**config.mk**
```make
export PLATFORM = sky130hd
export DESIGN_NAME = calendar_date_day_number_converter_flat
export DESIGN_NICKNAME = d
export VERILOG_FILES = /design/src/sv/cddn_pkg.sv /design/src/sv/cddn_req_if.sv /design/src/sv/cddn_rsp_if.sv /design/src/sv/cddn_month_split.sv /design/src/sv/calendar_date_day_number_converter.sv /design/src/flat_wrapper.sv
export SDC_FILE = /design/constraint.sdc
export NUM_CORES = 2
export LEC_CHECK = 0
export BUFFER_PORTS_ARGS = -buffer_cell sky130_fd_sc_hd__buf_2
export CAP_MARGIN = 10
export CORE_MARGIN = 2
export CORE_UTILIZATION = 51
export DETAILED_ROUTE_END_ITERATION = 12
export PLACE_DENSITY = 0.67
export SETUP_SLACK_MARGIN = 0.15
export SYNTH_ARGS = -nofsm -noshare
export SYNTH_HDL_FRONTEND = slang
export SYNTH_SLANG_ARGS = --single-unit
```
**constraint.sdc**
```tcl
create_clock -name clk -period 9.35 [get_ports clk]
set_input_delay 1.87 -clock clk [delete_from_list [all_inputs] [get_ports clk]]
set_output_delay 1.87 -clock clk [all_outputs]
set_load 0.01 [all_outputs]
```
**src/sv/cddn_pkg.sv**
```systemverilog
// ----------------------------------------------------------------------------
// cddn_pkg - calendar date / day number converter package
// Shared constants, month tables and year arithmetic helpers. Divisions of
// a year by 100 and of a day number by 366 are done by reciprocal multiply.
// ----------------------------------------------------------------------------
package cddn_pkg;

	localparam int unsigned EPOCH_YEAR_DEF = 1996;
	localparam int unsigned LAST_YEAR_DEF  = 2050;

	localparam int unsigned MONTHS_PER_YEAR = 12;
	localparam logic [3:0]  FEB             = 4'd2;
	localparam logic [8:0]  DAYS_PER_YEAR   = 9'd365;

	// floor(x / 100) = (x * 5243) >> 19, exact for any 14-bit x
	localparam logic [12:0] DIV100_MUL = 13'd5243;
	// floor(s / 366) = (s * 45840) >> 24, exact for any 16-bit s
	localparam logic [15:0] DIV366_MUL = 16'd45840;

	// request codes
	typedef enum logic {
		REQ_DATE_TO_SERIAL = 1'b0,
		REQ_SERIAL_TO_DATE = 1'b1
	} req_kind_t;

	typedef logic [13:0] year_t;
	typedef logic [7:0]  cent_t;

	typedef struct packed {
		logic [3:0] month;
		logic [4:0] day;
	} month_day_t;

	// days before the first of each month in a common year, indexed by month
	localparam logic [8:0] CUM_DAYS [16] = '{
		9'd0, 9'd0, 9'd31, 9'd59, 9'd90, 9'd120, 9'd151, 9'd181,
		9'd212, 9'd243, 9'd273, 9'd304, 9'd334, 9'd0, 9'd0, 9'd0
	};

	// month lengths in a common year, indexed by month
	localparam logic [4:0] MONTH_DAYS [16] = '{
		5'd0, 5'd31, 5'd28, 5'd31, 5'd30, 5'd31, 5'd30, 5'd31,
		5'd31, 5'd30, 5'd31, 5'd30, 5'd31, 5'd0, 5'd0, 5'd0
	};

	// century number of a year
	function automatic cent_t div100(input year_t x);
		logic [26:0] p;
		p = 27'(x) * 27'(DIV100_MUL);
		return p[26:19];
	endfunction

	// century number divided by 40, for century numbers below 120 (millennium groups of 4000 years)
	function automatic logic [1:0] cent_div40(input cent_t q);
		if (q >= 8'd80)
			return 2'd2;
		else if (q >= 8'd40)
			return 2'd1;
		return 2'd0;
	endfunction

	function automatic cent_t cent_mod40(input cent_t q);
		return q - 8'(cent_div40(q)) * 8'd40;
	endfunction

	function automatic logic [6:0] mod100(input year_t x, input cent_t q);
		logic [14:0] t;
		t = 15'(q) * 15'd100;
		return 7'(x - t[13:0]);
	endfunction

	// leap: by 4, not by 4000, and by 400 or not by 100
	function automatic logic is_leap(input year_t x, input cent_t q);
		if (mod100(x, q) != 7'd0)
			return (x[1:0] == 2'b00);
		return (q[1:0] == 2'b00) && (cent_mod40(q) != 8'd0);
	endfunction

	// number of leap years in 1..x
	function automatic logic [11:0] leap_count(input year_t x, input cent_t q);
		return 12'(x >> 2) - 12'(q) + 12'(q >> 2) - 12'(cent_div40(q));
	endfunction

	function automatic logic [8:0] days_before_month(input logic [3:0] m, input logic leap);
		return CUM_DAYS[m] + ((leap && (m > FEB)) ? 9'd1 : 9'd0);
	endfunction

	function automatic logic [4:0] month_days(input logic [3:0] m, input logic leap);
		return MONTH_DAYS[m] + ((leap && (m == FEB)) ? 5'd1 : 5'd0);
	endfunction

endpackage

```
**src/sv/cddn_req_if.sv**
```systemverilog
// ----------------------------------------------------------------------------
// cddn_req_if - request channel
// Valid/ready channel carrying one conversion request per transaction.
// ----------------------------------------------------------------------------
interface cddn_req_if;

	logic               valid;
	logic               ready;
	logic               req_type;
	logic [13:0]        year_in;
	logic [6:0]         month_in;
	logic [6:0]         day_in;
	logic signed [15:0] serial_in;
	logic signed [15:0] offset_days;

	modport source (
		output valid, req_type, year_in, month_in, day_in, serial_in, offset_days,
		input  ready
	);

	modport sink (
		input  valid, req_type, year_in, month_in, day_in, serial_in, offset_days,
		output ready
	);

endinterface

```
**src/sv/cddn_rsp_if.sv**
```systemverilog
// ----------------------------------------------------------------------------
// cddn_rsp_if - result channel
// Valid/ready channel carrying one conversion result per transaction.
// ----------------------------------------------------------------------------
interface cddn_rsp_if;

	logic        valid;
	logic        ready;
	logic [11:0] year_out;
	logic [3:0]  month_out;
	logic [4:0]  day_out;
	logic [14:0] serial_out;
	logic        invalid;

	modport source (
		output valid, year_out, month_out, day_out, serial_out, invalid,
		input  ready
	);

	modport sink (
		input  valid, year_out, month_out, day_out, serial_out, invalid,
		output ready
	);

endinterface

```
**src/sv/cddn_month_split.sv**
```systemverilog
// ----------------------------------------------------------------------------
// cddn_month_split - day of year to month and day
// Compares the zero-based day of year against all month starts in parallel
// and forms the month and the day of month.
// ----------------------------------------------------------------------------
module cddn_month_split (
	input  logic                   [8:0] rem,
	input  logic                         leap,
	output cddn_pkg::month_day_t         md
);

	logic [3:0] month;
	logic [8:0] day_w;

	// count the month starts at or below the day of year
	always_comb begin
		month = 4'd1;
		for (int j = 2; j <= int'(cddn_pkg::MONTHS_PER_YEAR); j++) begin
			if (rem >= cddn_pkg::days_before_month(4'(j), leap))
				month = month + 4'd1;
		end
		day_w = rem - cddn_pkg::days_before_month(month, leap) + 9'd1;
	end

	assign md.month = month;
	assign md.day   = day_w[4:0];

endmodule

```
**src/sv/calendar_date_day_number_converter.sv**
```systemverilog
// ----------------------------------------------------------------------------
// calendar_date_day_number_converter - date / serial day number converter
// Six-stage pipeline converting dates to day numbers and back.
// ----------------------------------------------------------------------------
// Converts between calendar dates and a serial day number counted from
// January 1 of EPOCH_YEAR. Request 0 checks year, month and day and returns
// the day number with the date echoed; request 1 adds offset_days to
// serial_in and returns the date of the sum. Any out-of-range input gives a
// result with invalid set and all other fields zero. The block is a
// six-stage pipeline: one request can be accepted every cycle, limited
// only by the result side taking results. The year of a day number is
// found without iteration: an estimate from a divide-by-366 reciprocal
// multiply, then one correction step against the exact start of the
// following year.
// ----------------------------------------------------------------------------
module calendar_date_day_number_converter #(
	parameter int unsigned EPOCH_YEAR = cddn_pkg::EPOCH_YEAR_DEF,
	parameter int unsigned LAST_YEAR  = cddn_pkg::LAST_YEAR_DEF
) (
	input logic         clk,
	input logic         arst_n,
	cddn_req_if.sink    req,
	cddn_rsp_if.source  rsp
);

	localparam cddn_pkg::year_t EPOCH      = cddn_pkg::year_t'(EPOCH_YEAR);
	localparam cddn_pkg::year_t LAST       = cddn_pkg::year_t'(LAST_YEAR);
	localparam cddn_pkg::year_t EPOCH_PREV = EPOCH - 14'd1;
	localparam logic [11:0]     LEAPS_PRE  =
		cddn_pkg::leap_count(EPOCH_PREV, cddn_pkg::div100(EPOCH_PREV));
	localparam logic [8:0]      SPAN       = 9'(LAST_YEAR - EPOCH_YEAR);

	typedef struct packed {
		logic            req_type;
		cddn_pkg::year_t year;
		logic [6:0]      month;
		logic [6:0]      day;
		cddn_pkg::cent_t cent_cur;
		cddn_pkg::cent_t cent_prev;
		logic            neg;
		logic [15:0]     sum;
	} st1_t;

	typedef struct packed {
		logic            req_type;
		logic            ok0;
		cddn_pkg::year_t year;
		logic [3:0]      month;
		logic [4:0]      day;
		logic [9:0]      part;
		logic [11:0]     lc_prev;
		logic            neg;
		logic [15:0]     sum;
		logic [7:0]      kest;
	} st2_t;

	typedef struct packed {
		logic            req_type;
		logic            ok0;
		cddn_pkg::year_t year;
		logic [3:0]      month;
		logic [4:0]      day;
		logic [17:0]     serial0;
		logic            neg;
		logic [15:0]     sum;
		logic [7:0]      kest;
		cddn_pkg::year_t xyear;
		cddn_pkg::cent_t xcent;
	} st3_t;

	typedef struct packed {
		logic            req_type;
		logic            ok0;
		cddn_pkg::year_t year;
		logic [3:0]      month;
		logic [4:0]      day;
		logic [17:0]     serial0;
		logic            neg;
		logic [15:0]     sum;
		logic [7:0]      kest;
		logic [17:0]     start_next;
		logic            leap_x;
		logic            leap_x1;
	} st4_t;

	typedef struct packed {
		logic            req_type;
		logic            ok0;
		cddn_pkg::year_t year;
		logic [3:0]      month;
		logic [4:0]      day;
		logic [17:0]     serial0;
		logic            err1;
		logic [11:0]     year1;
		logic [8:0]      rem;
		logic            leap_y;
		logic [15:0]     sum;
	} st5_t;

	typedef struct packed {
		logic [11:0] year;
		logic [3:0]  month;
		logic [4:0]  day;
		logic [14:0] serial;
		logic        invalid;
	} st6_t;

	logic vld_s1, vld_s2, vld_s3, vld_s4, vld_s5, vld_s6;
	logic adv1, adv2, adv3, adv4, adv5, adv6;

	st1_t pipe_s1, nxt1;
	st2_t pipe_s2, nxt2;
	st3_t pipe_s3, nxt3;
	st4_t pipe_s4, nxt4;
	st5_t pipe_s5, nxt5;
	st6_t pipe_s6, nxt6;

	logic signed [16:0] sum_w;
	logic               leap_cur;
	logic [31:0]        kprod;
	logic [11:0]        lcx;
	logic [6:0]         xmod;
	cddn_pkg::cent_t    xcent1;
	logic [17:0]        s18;
	logic [17:0]        start_this;
	logic               ge;
	logic [8:0]         kyear;

	cddn_pkg::month_day_t md;

	// stall control, a stage moves when it is empty or its successor moves
	assign adv6 = !vld_s6 || rsp.ready;
	assign adv5 = !vld_s5 || adv6;
	assign adv4 = !vld_s4 || adv5;
	assign adv3 = !vld_s3 || adv4;
	assign adv2 = !vld_s2 || adv3;
	assign adv1 = !vld_s1 || adv2;
	assign req.ready = adv1;

	// stage 1: capture, full-precision sum, century numbers
	always_comb begin
		sum_w          = 17'(req.serial_in) + 17'(req.offset_days);
		nxt1.req_type  = req.req_type;
		nxt1.year      = req.year_in;
		nxt1.month     = req.month_in;
		nxt1.day       = req.day_in;
		nxt1.cent_cur  = cddn_pkg::div100(req.year_in);
		nxt1.cent_prev = cddn_pkg::div100(req.year_in - 14'd1);
		nxt1.neg       = sum_w[16];
		nxt1.sum       = sum_w[15:0];
	end

	// stage 2: date check, offset within year, year estimate
	always_comb begin
		leap_cur      = cddn_pkg::is_leap(pipe_s1.year, pipe_s1.cent_cur);
		kprod         = 32'(pipe_s1.sum) * 32'(cddn_pkg::DIV366_MUL);
		nxt2.req_type = pipe_s1.req_type;
		nxt2.ok0      = (pipe_s1.year >= EPOCH) && (pipe_s1.year <= LAST) &&
			(pipe_s1.month >= 7'd1) && (pipe_s1.month <= 7'(cddn_pkg::MONTHS_PER_YEAR)) &&
			(pipe_s1.day >= 7'd1) &&
			(pipe_s1.day <= 7'(cddn_pkg::month_days(pipe_s1.month[3:0], leap_cur)));
		nxt2.year     = pipe_s1.year;
		nxt2.month    = pipe_s1.month[3:0];
		nxt2.day      = pipe_s1.day[4:0];
		nxt2.part     = 10'(cddn_pkg::days_before_month(pipe_s1.month[3:0], leap_cur)) +
			10'(pipe_s1.day) - 10'd1;
		nxt2.lc_prev  = cddn_pkg::leap_count(pipe_s1.year - 14'd1, pipe_s1.cent_prev);
		nxt2.neg      = pipe_s1.neg;
		nxt2.sum      = pipe_s1.sum;
		nxt2.kest     = kprod[31:24];
	end

	// stage 3: day number of a date, century of the estimated year
	always_comb begin
		nxt3.req_type = pipe_s2.req_type;
		nxt3.ok0      = pipe_s2.ok0;
		nxt3.year     = pipe_s2.year;
		nxt3.month    = pipe_s2.month;
		nxt3.day      = pipe_s2.day;
		nxt3.serial0  = 18'(pipe_s2.year - EPOCH) * 18'(cddn_pkg::DAYS_PER_YEAR) +
			18'(pipe_s2.lc_prev) - 18'(LEAPS_PRE) + 18'(pipe_s2.part);
		nxt3.neg      = pipe_s2.neg;
		nxt3.sum      = pipe_s2.sum;
		nxt3.kest     = pipe_s2.kest;
		nxt3.xyear    = EPOCH + cddn_pkg::year_t'(pipe_s2.kest);
		nxt3.xcent    = cddn_pkg::div100(EPOCH + cddn_pkg::year_t'(pipe_s2.kest));
	end

	// stage 4: start of the year after the estimate, leap flags of both years
	always_comb begin
		lcx             = cddn_pkg::leap_count(pipe_s3.xyear, pipe_s3.xcent);
		xmod            = cddn_pkg::mod100(pipe_s3.xyear, pipe_s3.xcent);
		xcent1          = pipe_s3.xcent + ((xmod == 7'd99) ? 8'd1 : 8'd0);
		nxt4.req_type   = pipe_s3.req_type;
		nxt4.ok0        = pipe_s3.ok0;
		nxt4.year       = pipe_s3.year;
		nxt4.month      = pipe_s3.month;
		nxt4.day        = pipe_s3.day;
		nxt4.serial0    = pipe_s3.serial0;
		nxt4.neg        = pipe_s3.neg;
		nxt4.sum        = pipe_s3.sum;
		nxt4.kest       = pipe_s3.kest;
		nxt4.start_next = 18'({1'b0, pipe_s3.kest} + 9'd1) * 18'(cddn_pkg::DAYS_PER_YEAR) +
			18'(lcx) - 18'(LEAPS_PRE);
		nxt4.leap_x     = cddn_pkg::is_leap(pipe_s3.xyear, pipe_s3.xcent);
		nxt4.leap_x1    = cddn_pkg::is_leap(pipe_s3.xyear + 14'd1, xcent1);
	end

	// stage 5: correct the year estimate, day of year, range check
	always_comb begin
		s18           = 18'(pipe_s4.sum);
		ge            = (s18 >= pipe_s4.start_next);
		start_this    = pipe_s4.start_next - 18'(cddn_pkg::DAYS_PER_YEAR) -
			18'(pipe_s4.leap_x);
		kyear         = ge ? ({1'b0, pipe_s4.kest} + 9'd1) : {1'b0, pipe_s4.kest};
		nxt5.req_type = pipe_s4.req_type;
		nxt5.ok0      = pipe_s4.ok0;
		nxt5.year     = pipe_s4.year;
		nxt5.month    = pipe_s4.month;
		nxt5.day      = pipe_s4.day;
		nxt5.serial0  = pipe_s4.serial0;
		nxt5.err1     = pipe_s4.neg || (kyear > SPAN);
		nxt5.year1    = 12'(EPOCH + cddn_pkg::year_t'(kyear));
		nxt5.rem      = 9'(s18 - (ge ? pipe_s4.start_next : start_this));
		nxt5.leap_y   = ge ? pipe_s4.leap_x1 : pipe_s4.leap_x;
		nxt5.sum      = pipe_s4.sum;
	end

	cddn_month_split u_month_split (
		.rem  (pipe_s5.rem),
		.leap (pipe_s5.leap_y),
		.md   (md)
	);

	// stage 6: month split and result select, zero fields on error
	always_comb begin
		nxt6 = '0;
		if (pipe_s5.req_type == cddn_pkg::REQ_DATE_TO_SERIAL) begin
			if (pipe_s5.ok0) begin
				nxt6.year   = pipe_s5.year[11:0];
				nxt6.month  = pipe_s5.month;
				nxt6.day    = pipe_s5.day;
				nxt6.serial = pipe_s5.serial0[14:0];
			end else begin
				nxt6.invalid = 1'b1;
			end
		end else begin
			if (!pipe_s5.err1) begin
				nxt6.year   = pipe_s5.year1;
				nxt6.month  = md.month;
				nxt6.day    = md.day;
				nxt6.serial = pipe_s5.sum[14:0];
			end else begin
				nxt6.invalid = 1'b1;
			end
		end
	end

	// valid bits
	always_ff @(posedge clk or negedge arst_n) begin
		if (!arst_n) begin
			vld_s1 <= 1'b0;
			vld_s2 <= 1'b0;
			vld_s3 <= 1'b0;
			vld_s4 <= 1'b0;
			vld_s5 <= 1'b0;
			vld_s6 <= 1'b0;
		end else begin
			if (adv1) vld_s1 <= req.valid;
			if (adv2) vld_s2 <= vld_s1;
			if (adv3) vld_s3 <= vld_s2;
			if (adv4) vld_s4 <= vld_s3;
			if (adv5) vld_s5 <= vld_s4;
			if (adv6) vld_s6 <= vld_s5;
		end
	end

	// pipeline payload
	always_ff @(posedge clk) begin
		if (adv1) pipe_s1 <= nxt1;
		if (adv2) pipe_s2 <= nxt2;
		if (adv3) pipe_s3 <= nxt3;
		if (adv4) pipe_s4 <= nxt4;
		if (adv5) pipe_s5 <= nxt5;
		if (adv6) pipe_s6 <= nxt6;
	end

	assign rsp.valid      = vld_s6;
	assign rsp.year_out   = pipe_s6.year;
	assign rsp.month_out  = pipe_s6.month;
	assign rsp.day_out    = pipe_s6.day;
	assign rsp.serial_out = pipe_s6.serial;
	assign rsp.invalid    = pipe_s6.invalid;

endmodule

```
**src/flat_wrapper.sv**
```systemverilog
// flat-port wrapper written by rule: the top's interface ports become plain ports
module calendar_date_day_number_converter_flat 
#(
	parameter int unsigned EPOCH_YEAR = cddn_pkg::EPOCH_YEAR_DEF,
	parameter int unsigned LAST_YEAR  = cddn_pkg::LAST_YEAR_DEF
)
  (clk, arst_n, req_valid, req_req_type, req_year_in, req_month_in, req_day_in, req_serial_in, req_offset_days, req_ready, rsp_valid, rsp_year_out, rsp_month_out, rsp_day_out, rsp_serial_out, rsp_invalid, rsp_ready);
  cddn_req_if req_i ();
  cddn_rsp_if rsp_i ();
  input logic clk;
  input logic arst_n;
  input wire logic [$bits(req_i.valid)-1:0] req_valid;
  input wire logic [$bits(req_i.req_type)-1:0] req_req_type;
  input wire logic [$bits(req_i.year_in)-1:0] req_year_in;
  input wire logic [$bits(req_i.month_in)-1:0] req_month_in;
  input wire logic [$bits(req_i.day_in)-1:0] req_day_in;
  input wire logic [$bits(req_i.serial_in)-1:0] req_serial_in;
  input wire logic [$bits(req_i.offset_days)-1:0] req_offset_days;
  output wire logic [$bits(req_i.ready)-1:0] req_ready;
  output wire logic [$bits(rsp_i.valid)-1:0] rsp_valid;
  output wire logic [$bits(rsp_i.year_out)-1:0] rsp_year_out;
  output wire logic [$bits(rsp_i.month_out)-1:0] rsp_month_out;
  output wire logic [$bits(rsp_i.day_out)-1:0] rsp_day_out;
  output wire logic [$bits(rsp_i.serial_out)-1:0] rsp_serial_out;
  output wire logic [$bits(rsp_i.invalid)-1:0] rsp_invalid;
  input wire logic [$bits(rsp_i.ready)-1:0] rsp_ready;
  assign req_i.valid = req_valid;
  assign req_i.req_type = req_req_type;
  assign req_i.year_in = req_year_in;
  assign req_i.month_in = req_month_in;
  assign req_i.day_in = req_day_in;
  assign req_i.serial_in = req_serial_in;
  assign req_i.offset_days = req_offset_days;
  assign req_ready = req_i.ready;
  assign rsp_valid = rsp_i.valid;
  assign rsp_year_out = rsp_i.year_out;
  assign rsp_month_out = rsp_i.month_out;
  assign rsp_day_out = rsp_i.day_out;
  assign rsp_serial_out = rsp_i.serial_out;
  assign rsp_invalid = rsp_i.invalid;
  assign rsp_i.ready = rsp_ready;
  calendar_date_day_number_converter #(.EPOCH_YEAR(EPOCH_YEAR), .LAST_YEAR(LAST_YEAR)) u_core (.clk(clk), .arst_n(arst_n), .req(req_i), .rsp(rsp_i));
endmodule
```
Word level (Yosys, flattened, before mapping). Memory sizes are Yosys's and may differ from the RTL's. Index checks and enable logic that the tools add are counted.

Magnitude comparators: 31. Add/sub/neg operators: 57. Bitwise gates (word level): 2. Reductions and logical operators: 36. Eq/ne operators: 2. $mul: 12. Mux-type cells: 66.

Operators with widths (count): 9-bit greater-or-equal comparator (10); 36-bit 2-to-1 mux (2); 14-bit by 13-bit multiplier with 27-bit output, second input constant (2); 37-bit 2-to-1 mux (1); 8-bit by 9-bit adder with 9-bit output, first input constant (4); 4-bit 2-to-1 mux (9); 9-bit 2-to-1 mux (4); 2-bit 2-to-1 mux (17); 4-bit by 1-bit adder with 4-bit output, second input constant (8); 8-bit by 6-bit greater-or-equal comparator with 1-bit output, second input constant (4); 8-bit by 7-bit greater-or-equal comparator with 1-bit output, second input constant (4); 16-bit by 12-bit multiplier with 28-bit output, second input constant (1); 1-bit 2-to-1 mux (28); 14-bit by 1-bit subtractor with 14-bit output, second input constant (2); 12-bit by 13-bit multiplier with 25-bit output, second input constant (1); 12-bit by 6-bit adder with 12-bit output (2); 8-bit by 5-bit multiplier with 5-bit output, second input constant (3); 8-bit nonzero test (3); 12-bit by 2-bit subtractor with 12-bit output (2); 8-bit subtractor (3); 7-bit nonzero test (3); 7-bit subtractor (3); 5-bit 2-to-1 mux (4); 18-bit by 12-bit adder with 18-bit output (1); 50 further kinds (85).

Input bits: 65. Output and inout bits: 39. Flip-flop bits (word level): 419. ROM bits: 368. Memories: 3.

Memories: (no name shown) (words 16, bits a word 9, read ports 1, clocked after memory_dff 0, write ports 0, line cddn_pkg.sv:85) `return CUM_DAYS[m] + ((leap && (m > FEB)) ? 9'd1 : 9'd0);`; (no name shown) (words 16, bits a word 9, read ports 1, clocked after memory_dff 0, write ports 0, line cddn_pkg.sv:85); (no name shown) (words 16, bits a word 5, read ports 1, clocked after memory_dff 0, write ports 0, line cddn_pkg.sv:89) `return MONTH_DAYS[m] + ((leap && (m == FEB)) ? 5'd1 : 5'd0);`.

Longest topological paths before layout.
Depth after elaboration: 31. Gate-level depth with buffers: 49. Depth with buffers taken out: 49.

Hierarchy. Synthesis repeated with hierarchy kept, for this count alone.

Cell total of the unflattened synthesis: 3466. Area, all modules: 38889.8 sq um.

Modules (own cells, without submodules): calendar_date_day_number_converter (instances 1, cells each 3225, area an instance 36959.2 sq um); cddn_month_split (instances 1, cells each 241, area an instance 1930.6 sq um).

Least setup slack after synthesis. OpenSTA, ideal clock, no wires.

Path type: reg2reg. Start: register u_core.pipe_s5[16] (netlist bit). End: register u_core.pipe_s6, in the netlist u_core.rsp.day_out[4], data pin. Data required time: 9217 ps. Path slack: 715 ps. Path buffers: 1. Setup time: 133 ps. Arrival time: 8503 ps. Clock period less this slack: 8635 ps. Stages on the path, launching flop included: 46. Path through: edfxtp_1 > inv_1 > ha_1 > nand2b_1 > a21o_1 > a21oi_1 > o21a_1 > fa_1 > clkbuf_1 > xnor2_1 > nor2_1 > nor2_1 > ha_1 > inv_1 > o32ai_1 > a21o_1 > or2_2 > a21oi_1 > (+10 left out) > ha_1 > mux2i_1 > inv_1 > ha_1 > nor2_1 > mux2_1 > ha_1 > fa_1 > inv_1 > ha_1 > a21o_1 > a21oi_1 > xnor2_1 > nand2b_1 > nor2_1 > or4b_1 > and4_4 > nand3_2.

RTL lines: start, declared (line calendar_date_day_number_converter.sv:115) `st5_t pipe_s5, nxt5;`; start signal, assigned (line calendar_date_day_number_converter.sv:284) `if (adv5) pipe_s5 <= nxt5;`; end signal, assigned (line calendar_date_day_number_converter.sv:285) `if (adv6) pipe_s6 <= nxt6;`; end, declared (line calendar_date_day_number_converter.sv:116) `st6_t pipe_s6, nxt6;`.

==> results.toml <==
[finish]
final_cell_mix = "757 x inv_1, 691 x ha_1, 409 x edfxtp_1"
n_antenna_cell = 0
final_nets = 4622
final_common_cell = "inv_1"
area_delta_synth_final_pct = 9.057
drive_above_1_share_pct = 7.593
fillers = 6333
final_core_util_pct = 56.16

[synthesis]
synth_seq_cells = 415
synth_warnings = 0
muxShareOfSynthArea_pct = 0.6006
synth_xor_area_share_pct = 5.366
synth_top_family_by_area = "adder cells"
ys_seq_area_share_pct = 32.43
ys_types = 91
syn_area_per_cell_sq_um = 11.33
netlist_instances = 3384
synth_compound_area_share_pct = 7.758
synth_fa_ha_area_share_pct = 39.92
syn_nets = 4473
synthArstFlopShare_pct = 1.446
synth_edf_count = 409
synth-simple-area-share_pct = 6.100
synth-main-ff-cell = "edfxtp_1"
syn_area_sq_um = 38330

[cts]
clockBufferDepth = 3
clk_pin_slew_worst_paths_ps = 60
tritoncts = "built"
cts_buffers = 45
clock-sinks = 415
clock_tree.htree_level_count = 2
root_buffer = "clkbuf_16"
clk_latency_ps = 590

[routing]
ant_nets = 0
viasPerCell = 5.141
vias = 23330
wl_mm = 73.00
wl_met1_mm = 34.49
drt_first_iter_violations = 1046
first_pass_iters = 5
wl_met3_mm = 2.412
routed.top_layer = "met4"
wl_met2_mm = 34.21
drc = 0
routedWlPerCell_um = 16.09

[grt]
grt-ovfl-total = 0
antenna_found_initial = 0
grt.total_usage_pct = 19.60
grt_pass1_vias = 24030
grt_pass1_wl_mm = 121.4
grt_max_degree = 78

[floorplanning]
core_sq_um = 74450
die_w_um = 278.2
dieArea_sq_um = 77370
pin_count = 104
start_util_pct = 51.49
rows = 100
fp.dieH_um = 278.2

[timing]
finalSetupTns_ps = 0
final.setup_skew_ps = 16.94
rsz0062_at_grt = "no"
slew-limit-headroom_pct = 28.87
drv_slew = 0
hold_viol = 0
period_needed_ps = 8758
worstMarginPinSlew_ps = 1067
period_share_pct = 93.67
report.final.setup_viol = 0
fmax_ghz = 0.1142

[place]
gp_congestion = 0.8714
numPortBuffers = 103
dp_hpwl_mm = 60.17

[min_path]
worstHoldPathType = "register to register"

[worst_setup_path]
crit_top_cell = "ha_1"
cp.arrival_ps = 9210
worst_setup_path_end_kind = "register"
cp-start-kind = "register"
worstPathRequired_ps = 9800
critPathMaxStageDelay_ps = 560
crit_type = "register to register"
cpMaxStageDelayCell = "fa_2"
cp_max_fo = 7

[outcome]
outcome = "complete, no violations"

[job]
cap_violations = 0
cells in the mapped netlist, types with 4 or more instances:
master,number,area share (%)
a31oi_1,12,0.20
inv_1,761,7.5
nor4b_1,6,0.14
nand2b_1,29,0.47
nand3b_1,4,0.078
mux2i_1,11,0.29
xnor2_1,170,3.9
ha_1,692,23
nor3b_1,5,0.098
a211o_1,6,0.14
o21a_1,24,0.47
nor2_1,109,1.1
nor3_1,32,0.42
edfxtp_1,409,32
a21boi_0,10,0.20
clkbuf_1,23,0.23
o21ai_0,85,1.1
or3_1,11,0.18
a31o_2,6,0.14
and3_1,17,0.28
buf_2,5,0.065
xor2_1,59,1.3
nand2_1,106,1.0
nand4_1,15,0.24
o31ai_1,4,0.078
o41ai_1,7,0.16
or2_2,9,0.15
buf_1,4,0.039
a2111oi_0,6,0.14
nand3_1,34,0.44
mux2_2,4,0.12
and2_1,11,0.18
a211oi_1,12,0.24
fa_1,332,17
o211ai_1,9,0.18
dfrtp_1,6,0.39
a22o_1,30,0.69
a21o_1,49,0.96
nor4_1,11,0.18
a21oi_1,126,1.6
o21bai_1,21,0.41
nor2b_1,30,0.49
logic make-up after synthesis:
logic type,after synthesis
flops,415
buf+inv,795
fa+ha+maj,1024
xor+xnor,231
mux,19
simple gates,455
compound gates,445
registers in the layout, summed over array words and instances (netlist names), 4 cells and up:
signal / count
u_core.pipe_s4: 29
u_core.rsp.serial_out: 15
u_core.rsp.year_out: 12
u_core.rsp.month_out: 4
u_core.pipe_s5: 76
u_core.pipe_s1: 21
u_core.nxt3: 50
u_core.nxt4: 61
u_core.pipe_s2: 22
u_core.pipe_s3: 18
u_core.rsp.day_out: 5
u_core.nxt2: 41
u_core.nxt5: 54
critical path, delay by kind of cell, from the launching register on:
family	cells	cell delay [ps]
and+or+nand+nor	9	1500
muxes	3	750
DFF	1	430
adders and majority gates	10	3220
buffers and inverters	5	430
AOI/OAI and AO/OA	12	1880
xor gates and xnor gates	3	410
metrics by stage:
stage / hold slack (ps) / instances / cell area (sq um) / setup WS (ps)
after floorplan: 400.3 / 3384 / 38330 / 714.9
after global placement: 400.4 / 4445 / 40140 / 274.4
after detailed placement: 404.5 / 4445 / 40140 / 122.4
after CTS: 408.7 / 4528 / 41660 / 178.6
after global routing: 411.7 / 4538 / 41810 / 168.4
final: 409.1 / 4538 / 41810 / 591.7
per-layer routing:
layer	GRT usage, %	vias to the layer above
li1	-	11693
met1	27.09	11213
met2	32.60	328
met3	2.292	96
met4	5.738	0
met5	0	-
final timing paths:
kind / startpoint / to / slack [ps] / depth (start not counted)
worst max-delay path: u_core.pipe_s5[16] / u_core.rsp.day_out[4] / 590 / 42
worst min-delay path: u_core.nxt5[41] / u_core.pipe_s5[41] / 410 / 0
worst max register to register: u_core.pipe_s5[16] / u_core.rsp.day_out[4] / 590 / 42
worst min register to register: u_core.nxt5[41] / u_core.pipe_s5[41] / 410 / 0
max in group asynchronous: arst_n / u_core.vld_s1 / 8090 / 1
min in group asynchronous: arst_n / u_core.vld_s3 / 1110 / 1
repair_timing:
item,CTS,global route
hold buffers,0,0
resized for setup,3,16
pin swaps,0,6
setup endpoints to repair,1,1
setup buffers,0,10
cell type report:
| cell class | instances | area, sq um | area share (%) |
|---|---|---|---|
| inverter | 762 | 2861 | 6.845 |
| multi-input combinational | 2174 | 23030 | 55.10 |
| clock buffer | 51 | 1149 | 2.747 |
| clock inverter | 32 | 364.1 | 0.8709 |
| sequential | 415 | 12430 | 29.74 |
| timing repair buffer | 135 | 753.2 | 1.802 |
| tap | 969 | 1212 | 2.900 |
Power is not shown: default switching activity piles up to over one toggle a cycle in this logic, so the estimate is an artifact.
